### src/sv/slip_frame_decoder_defines.svh
// ----------------------------------------------------------------------------
// SLIP frame decoder assertion macros
// Shared property wrappers, clocked on clock and disabled during reset.
// ----------------------------------------------------------------------------
`ifndef SLIP_FRAME_DECODER_DEFINES_SVH
`define SLIP_FRAME_DECODER_DEFINES_SVH

// Condition must hold at every edge outside reset
`define SFD_ASSERT_ALWAYS(label, cond) \
   label: assert property (@(posedge clock) disable iff (reset) (cond)) \
      else $error("slip_frame_decoder: invariant violated");

// Consequent must hold in the same cycle as the antecedent
`define SFD_ASSERT_IMPLY(label, ante, cons) \
   label: assert property (@(posedge clock) disable iff (reset) (ante) |-> (cons)) \
      else $error("slip_frame_decoder: implication violated");

// Consequent must hold in the cycle after the antecedent
`define SFD_ASSERT_NEXT(label, ante, cons) \
   label: assert property (@(posedge clock) disable iff (reset) (ante) |=> (cons)) \
      else $error("slip_frame_decoder: next-cycle check violated");

`endif

### src/sv/sfd_pkg.sv
// ----------------------------------------------------------------------------
// sfd_pkg
// Codes, widths and shared types of the SLIP frame decoder.
// ----------------------------------------------------------------------------
`timescale 1ns / 1ps

package sfd_pkg;

   // SLIP special characters
   localparam logic [7:0] SlipEnd    = 8'hC0;
   localparam logic [7:0] SlipEsc    = 8'hDB;
   localparam logic [7:0] SlipEscEnd = 8'hDC;
   localparam logic [7:0] SlipEscEsc = 8'hDD;

   // Frame length width and largest frame kept
   localparam int unsigned FrameLenW = 13;
   localparam logic [FrameLenW-1:0] MaxFrame = 13'd4096;

   // Per-frame decoder state
   typedef struct packed {
      logic                 escape_pending;
      logic [FrameLenW-1:0] bytes_in_frame;
      logic                 overflowed;
   } sfd_state_type;

   // One result transaction
   typedef struct packed {
      logic [7:0]           data_byte;
      logic                 byte_valid;
      logic                 frame_done;
      logic [FrameLenW-1:0] frame_length;
      logic                 frame_truncated;
      logic                 bad_escape;
   } sfd_result_type;

endpackage

### src/sv/sfd_decode.sv
// ----------------------------------------------------------------------------
// sfd_decode
// Combinational SLIP decode of one line byte against the current frame state.
// ----------------------------------------------------------------------------
`timescale 1ns / 1ps

module sfd_decode
   import sfd_pkg::*;
(
   input  logic [7:0]           line_byte,
   input  sfd_state_type        state_cur,
   input  logic [FrameLenW-1:0] frame_limit,
   output sfd_state_type        state_nxt,
   output logic                 has_result,
   output sfd_result_type       result
);

   logic       is_end;
   logic       is_esc;
   logic [7:0] mapped_byte;
   logic       bad;
   logic       room;

   assign is_end = (line_byte == SlipEnd);
   assign is_esc = (line_byte == SlipEsc);
   assign room   = (state_cur.bytes_in_frame < frame_limit);

   // Map the escaped byte and flag unknown escape sequences
   always_comb begin
      mapped_byte = line_byte;
      bad         = 1'b0;
      if (state_cur.escape_pending) begin
         if (line_byte == SlipEscEnd) begin
            mapped_byte = SlipEnd;
         end else if (line_byte == SlipEscEsc) begin
            mapped_byte = SlipEsc;
         end else begin
            bad = 1'b1;
         end
      end
   end

   // Advance frame state and build the result transaction
   always_comb begin
      state_nxt  = state_cur;
      has_result = 1'b0;
      result     = '0;
      if (is_end) begin
         // close a nonempty frame, skip an empty one; escape flag is kept
         if (state_cur.bytes_in_frame != '0) begin
            has_result             = 1'b1;
            result.frame_done      = 1'b1;
            result.frame_length    = state_cur.bytes_in_frame;
            result.frame_truncated = state_cur.overflowed;
            state_nxt.bytes_in_frame = '0;
            state_nxt.overflowed     = 1'b0;
         end
      end else if (!state_cur.escape_pending && is_esc) begin
         state_nxt.escape_pending = 1'b1;
      end else begin
         state_nxt.escape_pending = 1'b0;
         if (room) begin
            has_result               = 1'b1;
            result.data_byte         = mapped_byte;
            result.byte_valid        = 1'b1;
            result.bad_escape        = bad;
            state_nxt.bytes_in_frame = state_cur.bytes_in_frame + FrameLenW'(1);
         end else begin
            // drop the byte; report only a bad escape
            state_nxt.overflowed = 1'b1;
            has_result           = bad;
            result.bad_escape    = bad;
         end
      end
   end

endmodule

### src/sv/sfd_out_buf.sv
// ----------------------------------------------------------------------------
// sfd_out_buf
// Two-entry result register with skid stage between decoder and rsp channel.
// ----------------------------------------------------------------------------
`timescale 1ns / 1ps

module sfd_out_buf
   import sfd_pkg::*;
(
   input  logic           clock,
   input  logic           reset,
   input  logic           push,
   input  sfd_result_type push_data,
   output logic           full,
   output logic           out_valid,
   output sfd_result_type out_data,
   input  logic           out_stall
);

   logic           main_valid_ff;
   logic           main_valid_in;
   logic           skid_valid_ff;
   logic           skid_valid_in;
   sfd_result_type main_ff;
   sfd_result_type main_in;
   sfd_result_type skid_ff;
   sfd_result_type skid_in;
   logic           pop;

   assign pop       = main_valid_ff && !out_stall;
   assign full      = skid_valid_ff;
   assign out_valid = main_valid_ff;
   assign out_data  = main_ff;

   // Refill main from skid, else from a new push (to skid if main is held), else clear main on a pop
   always_comb begin
      main_valid_in = main_valid_ff;
      skid_valid_in = skid_valid_ff;
      main_in       = main_ff;
      skid_in       = skid_ff;
      if (skid_valid_ff) begin
         if (pop) begin
            main_in       = skid_ff;
            skid_valid_in = 1'b0;
         end
      end else if (push) begin
         if (!main_valid_ff || pop) begin
            main_in       = push_data;
            main_valid_in = 1'b1;
         end else begin
            skid_in       = push_data;
            skid_valid_in = 1'b1;
         end
      end else if (pop) begin
         main_valid_in = 1'b0;
      end
   end

   // Hold valid flags
   always_ff @(posedge clock) begin
      if (reset) begin
         main_valid_ff <= 1'b0;
         skid_valid_ff <= 1'b0;
      end else begin
         main_valid_ff <= main_valid_in;
         skid_valid_ff <= skid_valid_in;
      end
   end

   // Hold payload
   always_ff @(posedge clock) begin
      main_ff <= main_in;
      skid_ff <= skid_in;
   end

endmodule

### src/sv/slip_frame_decoder.sv
// ----------------------------------------------------------------------------
// slip_frame_decoder
// Result path: a taken byte's result is registered in the main output entry, or in the skid entry when main is held.
// Throughput: 1 byte per cycle while req_stall is low; req_stall rises only when both output entries fill.
// Reset: synchronous; clears escape, count and overflow and sets the limit to 4096.
// ----------------------------------------------------------------------------
`timescale 1ns / 1ps
`include "slip_frame_decoder_defines.svh"

module slip_frame_decoder
   import sfd_pkg::*;
(
   input  logic                 clock,
   input  logic                 reset,
   // configuration
   input  logic                 csr_valid,
   output logic                 csr_ready,
   input  logic [FrameLenW-1:0] csr_max_frame_bytes,
   // received line bytes
   input  logic                 req_valid,
   output logic                 req_stall,
   input  logic [7:0]           req_line_byte,
   // decoded results
   output logic                 rsp_valid,
   input  logic                 rsp_stall,
   output logic [7:0]           rsp_data_byte,
   output logic                 rsp_byte_valid,
   output logic                 rsp_frame_done,
   output logic [FrameLenW-1:0] rsp_frame_length,
   output logic                 rsp_frame_truncated,
   output logic                 rsp_bad_escape
);

   logic [FrameLenW-1:0] frame_limit_ff;
   logic [FrameLenW-1:0] frame_limit_in;
   sfd_state_type        state_ff;
   sfd_state_type        state_nxt;
   logic                 req_accept;
   logic                 has_result;
   sfd_result_type       dec_result;
   sfd_result_type       rsp_result;
   logic                 buf_full;

   assign csr_ready  = 1'b1;
   assign req_stall  = buf_full;
   assign req_accept = req_valid && !req_stall;

   // Clamp the written limit into one to the largest frame
   always_comb begin
      frame_limit_in = frame_limit_ff;
      if (csr_valid && csr_ready) begin
         if (csr_max_frame_bytes == '0) begin
            frame_limit_in = FrameLenW'(1);
         end else if (csr_max_frame_bytes > MaxFrame) begin
            frame_limit_in = MaxFrame;
         end else begin
            frame_limit_in = csr_max_frame_bytes;
         end
      end
   end

   sfd_decode u_decode (
      .line_byte   (req_line_byte),
      .state_cur   (state_ff),
      .frame_limit (frame_limit_ff),
      .state_nxt   (state_nxt),
      .has_result  (has_result),
      .result      (dec_result)
   );

   // Hold limit and frame state; advance state on each accepted transaction
   always_ff @(posedge clock) begin
      if (reset) begin
         frame_limit_ff <= MaxFrame;
         state_ff       <= '0;
      end else begin
         frame_limit_ff <= frame_limit_in;
         if (req_accept) begin
            state_ff <= state_nxt;
         end
      end
   end

   sfd_out_buf u_out_buf (
      .clock     (clock),
      .reset     (reset),
      .push      (req_accept && has_result),
      .push_data (dec_result),
      .full      (buf_full),
      .out_valid (rsp_valid),
      .out_data  (rsp_result),
      .out_stall (rsp_stall)
   );

   assign rsp_data_byte       = rsp_result.data_byte;
   assign rsp_byte_valid      = rsp_result.byte_valid;
   assign rsp_frame_done      = rsp_result.frame_done;
   assign rsp_frame_length    = rsp_result.frame_length;
   assign rsp_frame_truncated = rsp_result.frame_truncated;
   assign rsp_bad_escape      = rsp_result.bad_escape;

   // Check count bound, result shape, buffer order and frame close
   `SFD_ASSERT_ALWAYS(a_count_bound, state_ff.bytes_in_frame <= MaxFrame)
   `SFD_ASSERT_IMPLY(a_result_kind, rsp_valid, !(rsp_byte_valid && rsp_frame_done))
   `SFD_ASSERT_IMPLY(a_skid_order, req_stall, rsp_valid)
   `SFD_ASSERT_NEXT(a_end_clears, req_accept && req_line_byte == SlipEnd,
                    state_ff.bytes_in_frame == '0 && !state_ff.overflowed)

endmodule
### config.mk
export PLATFORM = sky130hd
export DESIGN_NAME = slip_frame_decoder
export DESIGN_NICKNAME = d
export VERILOG_FILES = /design/src/sv/sfd_pkg.sv /design/src/sv/sfd_decode.sv /design/src/sv/sfd_out_buf.sv /design/src/sv/slip_frame_decoder.sv
export VERILOG_INCLUDE_DIRS = /design/src /design/src/sv
export SDC_FILE = /design/constraint.sdc
export NUM_CORES = 1
export LEC_CHECK = 0
export BUFFER_PORTS_ARGS = -buffer_cell sky130_fd_sc_hd__buf_2
export CORE_UTILIZATION = 39
export DETAILED_ROUTE_END_ITERATION = 6
export GPL_ROUTABILITY_DRIVEN = 0
export GPL_TIMING_DRIVEN = 0
export PLACE_DENSITY = 0.63
export REMOVE_ABC_BUFFERS = 1
export SYNTH_ARGS = -nofsm -noshare
export SYNTH_HDL_FRONTEND = slang
export SYNTH_SLANG_ARGS = --single-unit
### constraint.sdc
create_clock -name clock -period 5.9 [get_ports clock]
set_clock_uncertainty 0.05 [all_clocks]
set_input_delay 1.18 -clock clock [delete_from_list [all_inputs] [get_ports clock]]
set_output_delay 1.18 -clock clock [all_outputs]
set_load 0.1 [all_outputs]
[Word level (Yosys, flattened, before mapping)]
Index checks and enable logic that the tools add are counted.
Word-level totals
  bits in registers: 80
Cells by class
  reduce and logical (&&, ||, !) cells: 21
  $lt $le $gt $ge: 2
  multiplexer cells: 36
  bitwise gates (word level): 3
  equal/unequal tests: 9
  add/sub/neg operators: 1
Operator list (count)
  25-bit 2-to-1 mux: 4
  14-bit 2-to-1 mux: 3
  13-bit 2-to-1 mux: 3
  8-bit equality test (second input constant): 4
  15-bit 2-to-1 mux: 2
  9-bit 2-to-1 mux: 3
  8-bit 2-to-1 mux: 3
  1-bit 2-to-1 mux: 18
  13-bit by 1-bit adder with 13-bit output (second input constant): 1
  13-bit greater-than comparator (second input constant): 1
  13-bit logical NOT: 1
  13-bit less-than comparator: 1
  13-bit nonzero test: 1
  3-bit AND reduction: 3
  4-bit AND reduction: 2
  2-bit nonzero test: 4
  2-bit != test (second input constant): 3
  1-bit logical AND: 4
  1-bit logical NOT: 4
  2-bit by 1-bit != test with 1-bit output (second input constant): 2
  1-bit NOT: 3
  2-bit AND reduction: 1
  1-bit logical OR: 1

[Logic depth before layout (Yosys ltp)]
  word-level depth: 10
  mapped depth: 8

[Hierarchy]
From an unflattened synthesis, not the netlist that was laid out.
Second synthesis, totals
  cell total of the unflattened synthesis: 369
  area, all modules: 4048.9 um^2
By module, submodules not included
  sfd_out_buf: area each 1928.1 um^2, times used 1, sequential area each 1541.5 um^2, cells an instance 90
  slip_frame_decoder: area each 1083.5 um^2, times used 1, sequential area each 560.5 um^2, cells an instance 130
  sfd_decode: area each 1037.2 um^2, times used 1, sequential area each 0.0 um^2, cells an instance 149

[Worst setup path after synthesis]
OpenSTA, ideal clock, no wires.
  path kind: input to register
  start: input req_line_byte[5]
  end: register u_out_buf.main_ff (netlist bit u_out_buf.out_data[0]) (enable)
  setup slack: 1912 ps
  data required time: 5428 ps
  data arrival time: 3516 ps
  stages on the path: 5
  cell sequence: or4bb_1 > nor2_1 > and3_2 > a31oi_4 > a31oi_1
On the way
  word-level cells in the longest chain between the ends: 10
  elaborated cells between the ends (all ways): 14
  classes of those cells: eq/ne: 4; mux: 6; reduce/logical: 4
RTL lines
  start, declared: line slip_frame_decoder.sv:22  | input logic [7:0] req_line_byte,
  8-bit equality test: line sfd_decode.sv:35  | end else if (line_byte == SlipEscEsc) begin
  1-bit 2-to-1 mux: line sfd_decode.sv:35
  1-bit 2-to-1 mux: line sfd_decode.sv:33  | if (line_byte == SlipEscEnd) begin
  1-bit 2-to-1 mux: line sfd_decode.sv:32  | if (state_cur.escape_pending) begin
  1-bit 2-to-1 mux: line sfd_decode.sv:62  | if (room) begin
  1-bit 2-to-1 mux: line sfd_decode.sv:58  | end else if (!state_cur.escape_pending && is_esc) begin
  1-bit 2-to-1 mux (*): line sfd_decode.sv:48  | if (is_end) begin
  1-bit logical AND (*): line slip_frame_decoder.sv:87  | .push (req_accept && has_result),
  2-bit nonzero test (no source line) (*)
  3-bit AND reduction (no source line) (*)
  end signal, assigned: line sfd_out_buf.sv:72  | main_ff <= main_in;
  end, declared: line sfd_out_buf.sv:24  | sfd_result_type main_ff;
Mark *: on every way between the ends. The rest lies on a longest branch, timed or not.
A chain may end at the register's enable or synchronous reset.

[Worst setup path in the final report]
  start: input req_line_byte[5]
  end: register u_out_buf.skid_ff[8] (netlist name) (enable)
On the way
  word-level cells in the longest chain between the ends: 9
  elaborated cells between the ends (all ways): 13
  classes of those cells: eq/ne: 4; mux: 6; reduce/logical: 3
RTL lines
  8-bit equality test: line sfd_decode.sv:35
  1-bit 2-to-1 mux: line sfd_decode.sv:35
  1-bit 2-to-1 mux: line sfd_decode.sv:33
  1-bit 2-to-1 mux: line sfd_decode.sv:32
  1-bit 2-to-1 mux: line sfd_decode.sv:62
  1-bit 2-to-1 mux: line sfd_decode.sv:58
  1-bit 2-to-1 mux (*): line sfd_decode.sv:48
  1-bit logical AND (*): line slip_frame_decoder.sv:87
  3-bit AND reduction (no source line) (*)
  end signal, assigned: line sfd_out_buf.sv:73  | skid_ff <= skid_in;
  end, declared: line sfd_out_buf.sv:26  | sfd_result_type skid_ff;
Marked as above.

==> out/results.ini <==
[run]
max_cap_violations = 0

[synthesis]
synth.area.top_cells = edfxtp_1, dfxtp_1, ha_1
synth.yosys.seq_area_share = 0.533
synth_edf_count = 50
synthArstFlopShare = 0
avgSynthCellArea_um2 = 10.7
synth_top_area_share = 0.381
syn_area_um2 = 3940
synth_ff_type = edfxtp_1
yosysTopAreaCell = edfxtp_1
synthCells = 367
yosysUniqueCellTypes = 58
yosys_register_bits = 80
yosysWarnings = 0

[sta]
fin_crit_sh = 0.708
worst_slew_margin_rel = 0.109
rsz0062_at_grt = no
fin_crit_ns = 4.18
setup_viol = 0
max_freq_ghz = 0.239
hold_viol = 0
tns_ns = 0
worst_pin_slew_ns = 1.33
whs_ns = 0.396
slew_violations = 0

[floorplanning]
dieWidth_um = 103
dieArea_um2 = 10500
pin_count = 54
coreArea_um2 = 9770
initial_core_util = 0.403
core.rowCount = 36
die_height_um = 103

[clocking]
insertion_delay_ns = 0.35
cts_buffers = 9
cts_resized = 0
clk_path_buf_depth = 2
cts-hold-fix-buffers = 0
cts_setup_buffers = 0
cts_root_buf = clkbuf_8
clkSinkCount = 80
cts.reportedPaths.clkPinSlew_ns = 0.08
h-tree-depth = 3
cts_tree = built

[place]
dp_cells = 538
place_area_um2 = 4330
dpl.hpwl_um = 5850
numPortBuffers = 52

[pwr]
switching_share = 0.333
p_int_uw = 880
power.switching_uw = 440
pwr-share-seq = 0.486
ir_drop_mv = 0.104
p_comb_frac = 0.207
cellLeakagePower_nw = 1.75
power_density_nw_per_um2 = 291
p_clk_frac = 0.306

[detailed_routing]
wl_um = 8370
ant_nets = 0
vias = 2936
avgViaCountPerCell = 5.30
drt-pass1-iter-count = 5
dr.first_iter.drc_count = 210
post-route-drc-count = 0
wl_per_cell_um = 15.1

[hold_path]
min_to = state_ff[0]
hp-start = state_ff[0]
hold_depth = 2
hold_path_class = flop to flop

[critical_path]
reg2reg_setup_slack_ns = 2.48
max_stage_delay_ns = 0.89
r2r-start = state_ff[5]
reg2reg_to = u_out_buf.skid_ff[8]
path_cells = buf_2, or4bb_1, nor2_1, and3_2, a31oi_4, a21oi_2, buf_8
rr_worst_depth = 7
path_max_fanout = 20
endpoint_kind = flop
crit_path_start_kind = input port
critPathRequiredTime_ns = 5.91
crit_type = input port to flop
critPathArrivalTime_ns = 4.19
crit_path_top_delay_cell = nor2_1

[layout]
fin_nets = 456
fin_util = 0.463
layout-drive-gt1-share = 0.230
final_cell_mix = buf_2, edfxtp_1, nand2_1
antenna_cells = 0
fillCellCount = 939
final_common_cell = buf_2
fin_cells = 554
fin_area_um2 = 4530
area_growth_pct = 14.8

[grt]
grt_usage = 0.173
grt_pass1_vias = 2741
grt_max_degree = 26
grt_remaining_overflow = 0
grt_pass1_wl_um = 13900
antenna_found_initial = 0

[outcome]
outcome = finished clean

[final cells by class]
type | instances | area [µm²] | area share
sequential | 80 | 2100 | 0.464
inverter | 29 | 109 | 0.0240
clock inverter | 6 | 70.1 | 0.0155
clock buffer | 10 | 128 | 0.0282
multi-input combinational | 243 | 1680 | 0.371
timing repair buffer | 53 | 275 | 0.0608
tap | 133 | 166 | 0.0367
[cells in the mapped netlist (all sizes together), types with 4 or more instances]
library cell / count
edfxtp: 50
nand2: 40
dfxtp: 30
inv: 29
nor2: 28
mux2: 15
ha: 14
o21ai: 11
and3: 10
clkbuf: 10
nand3: 10
nor4: 10
o31ai: 10
a2bb2oi: 9
a21oi: 8
and2: 8
nor3: 8
mux2i: 6
nand2b: 6
a2111oi: 5
a31oi: 5
buf: 5
a311oi: 4
nand4: 4
[worst max-delay path by stage]
stage,end,slack [ns],start
floorplan,u_out_buf.out_data[0],1.35,req_line_byte[5]
global placement,u_out_buf.out_data[14],0.26,req_line_byte[5]
detailed placement,u_out_buf.skid_ff[13],1.33,req_line_byte[5]
CTS,u_out_buf.skid_ff[9],1.71,req_line_byte[5]
global route,u_out_buf.skid_ff[10],1.54,req_line_byte[5]
finish,u_out_buf.skid_ff[8],1.72,req_line_byte[5]
[power groups by stage]
stage	registers [mW]	clock network, mW	logic, mW
floorplan	0.799	0	0.0734
global placement	0.656	0	0.267
detailed placement	0.655	0	0.274
CTS	0.642	0.415	0.275
global route	0.646	0.435	0.289
finish	0.642	0.404	0.274
[critical path: cells and delay by family]
kind | cells | cell delay [ns]
buf+inv | 2 | 0.36
compound gates | 2 | 0.72
simple gates | 3 | 1.90
[logic make-up (layout without fill, tap and decap cells)]
group | Yosys count | after routing | synth area share
and+or+nand+nor | 137 | 137 | 0.177
DFF | 80 | 80 | 0.533
AOI/OAI and AO/OA | 70 | 70 | 0.141
buffers and inverters | 44 | 98 | 0.0460
muxes | 21 | 21 | 0.0581
adders and majority gates | 14 | 14 | 0.0444
other | 1 | 1 | 0.000951
[routing by layer]
metal / track usage / wire length, µm / part of all wire
met1: 0.236 / 4120 / 0.49
met2: 0.266 / 3740 / 0.45
met3: 0.0393 / 350 / 0.042
met4: 0.0681 / 154 / 0.018
met5: 0 / 0 / 0
[sequential cells by signal (all words and copies together) (netlist names)]
signal	cells
frame_limit_ff	13
state_ff	15
u_out_buf.full	1
u_out_buf.out_data	25
u_out_buf.out_valid	1
u_out_buf.skid_ff	25
[metrics by stage]
stage / setup WS [ns] / total power, mW
final: 1.72 / 1.32
after global routing: 1.54 / 1.37
after CTS: 1.71 / 1.33
after detailed placement: 1.33 / 0.929
after global placement: 0.261 / 0.923
after floorplan: 1.35 / 0.872
Note: power is estimated with default switching activity, not from simulation.
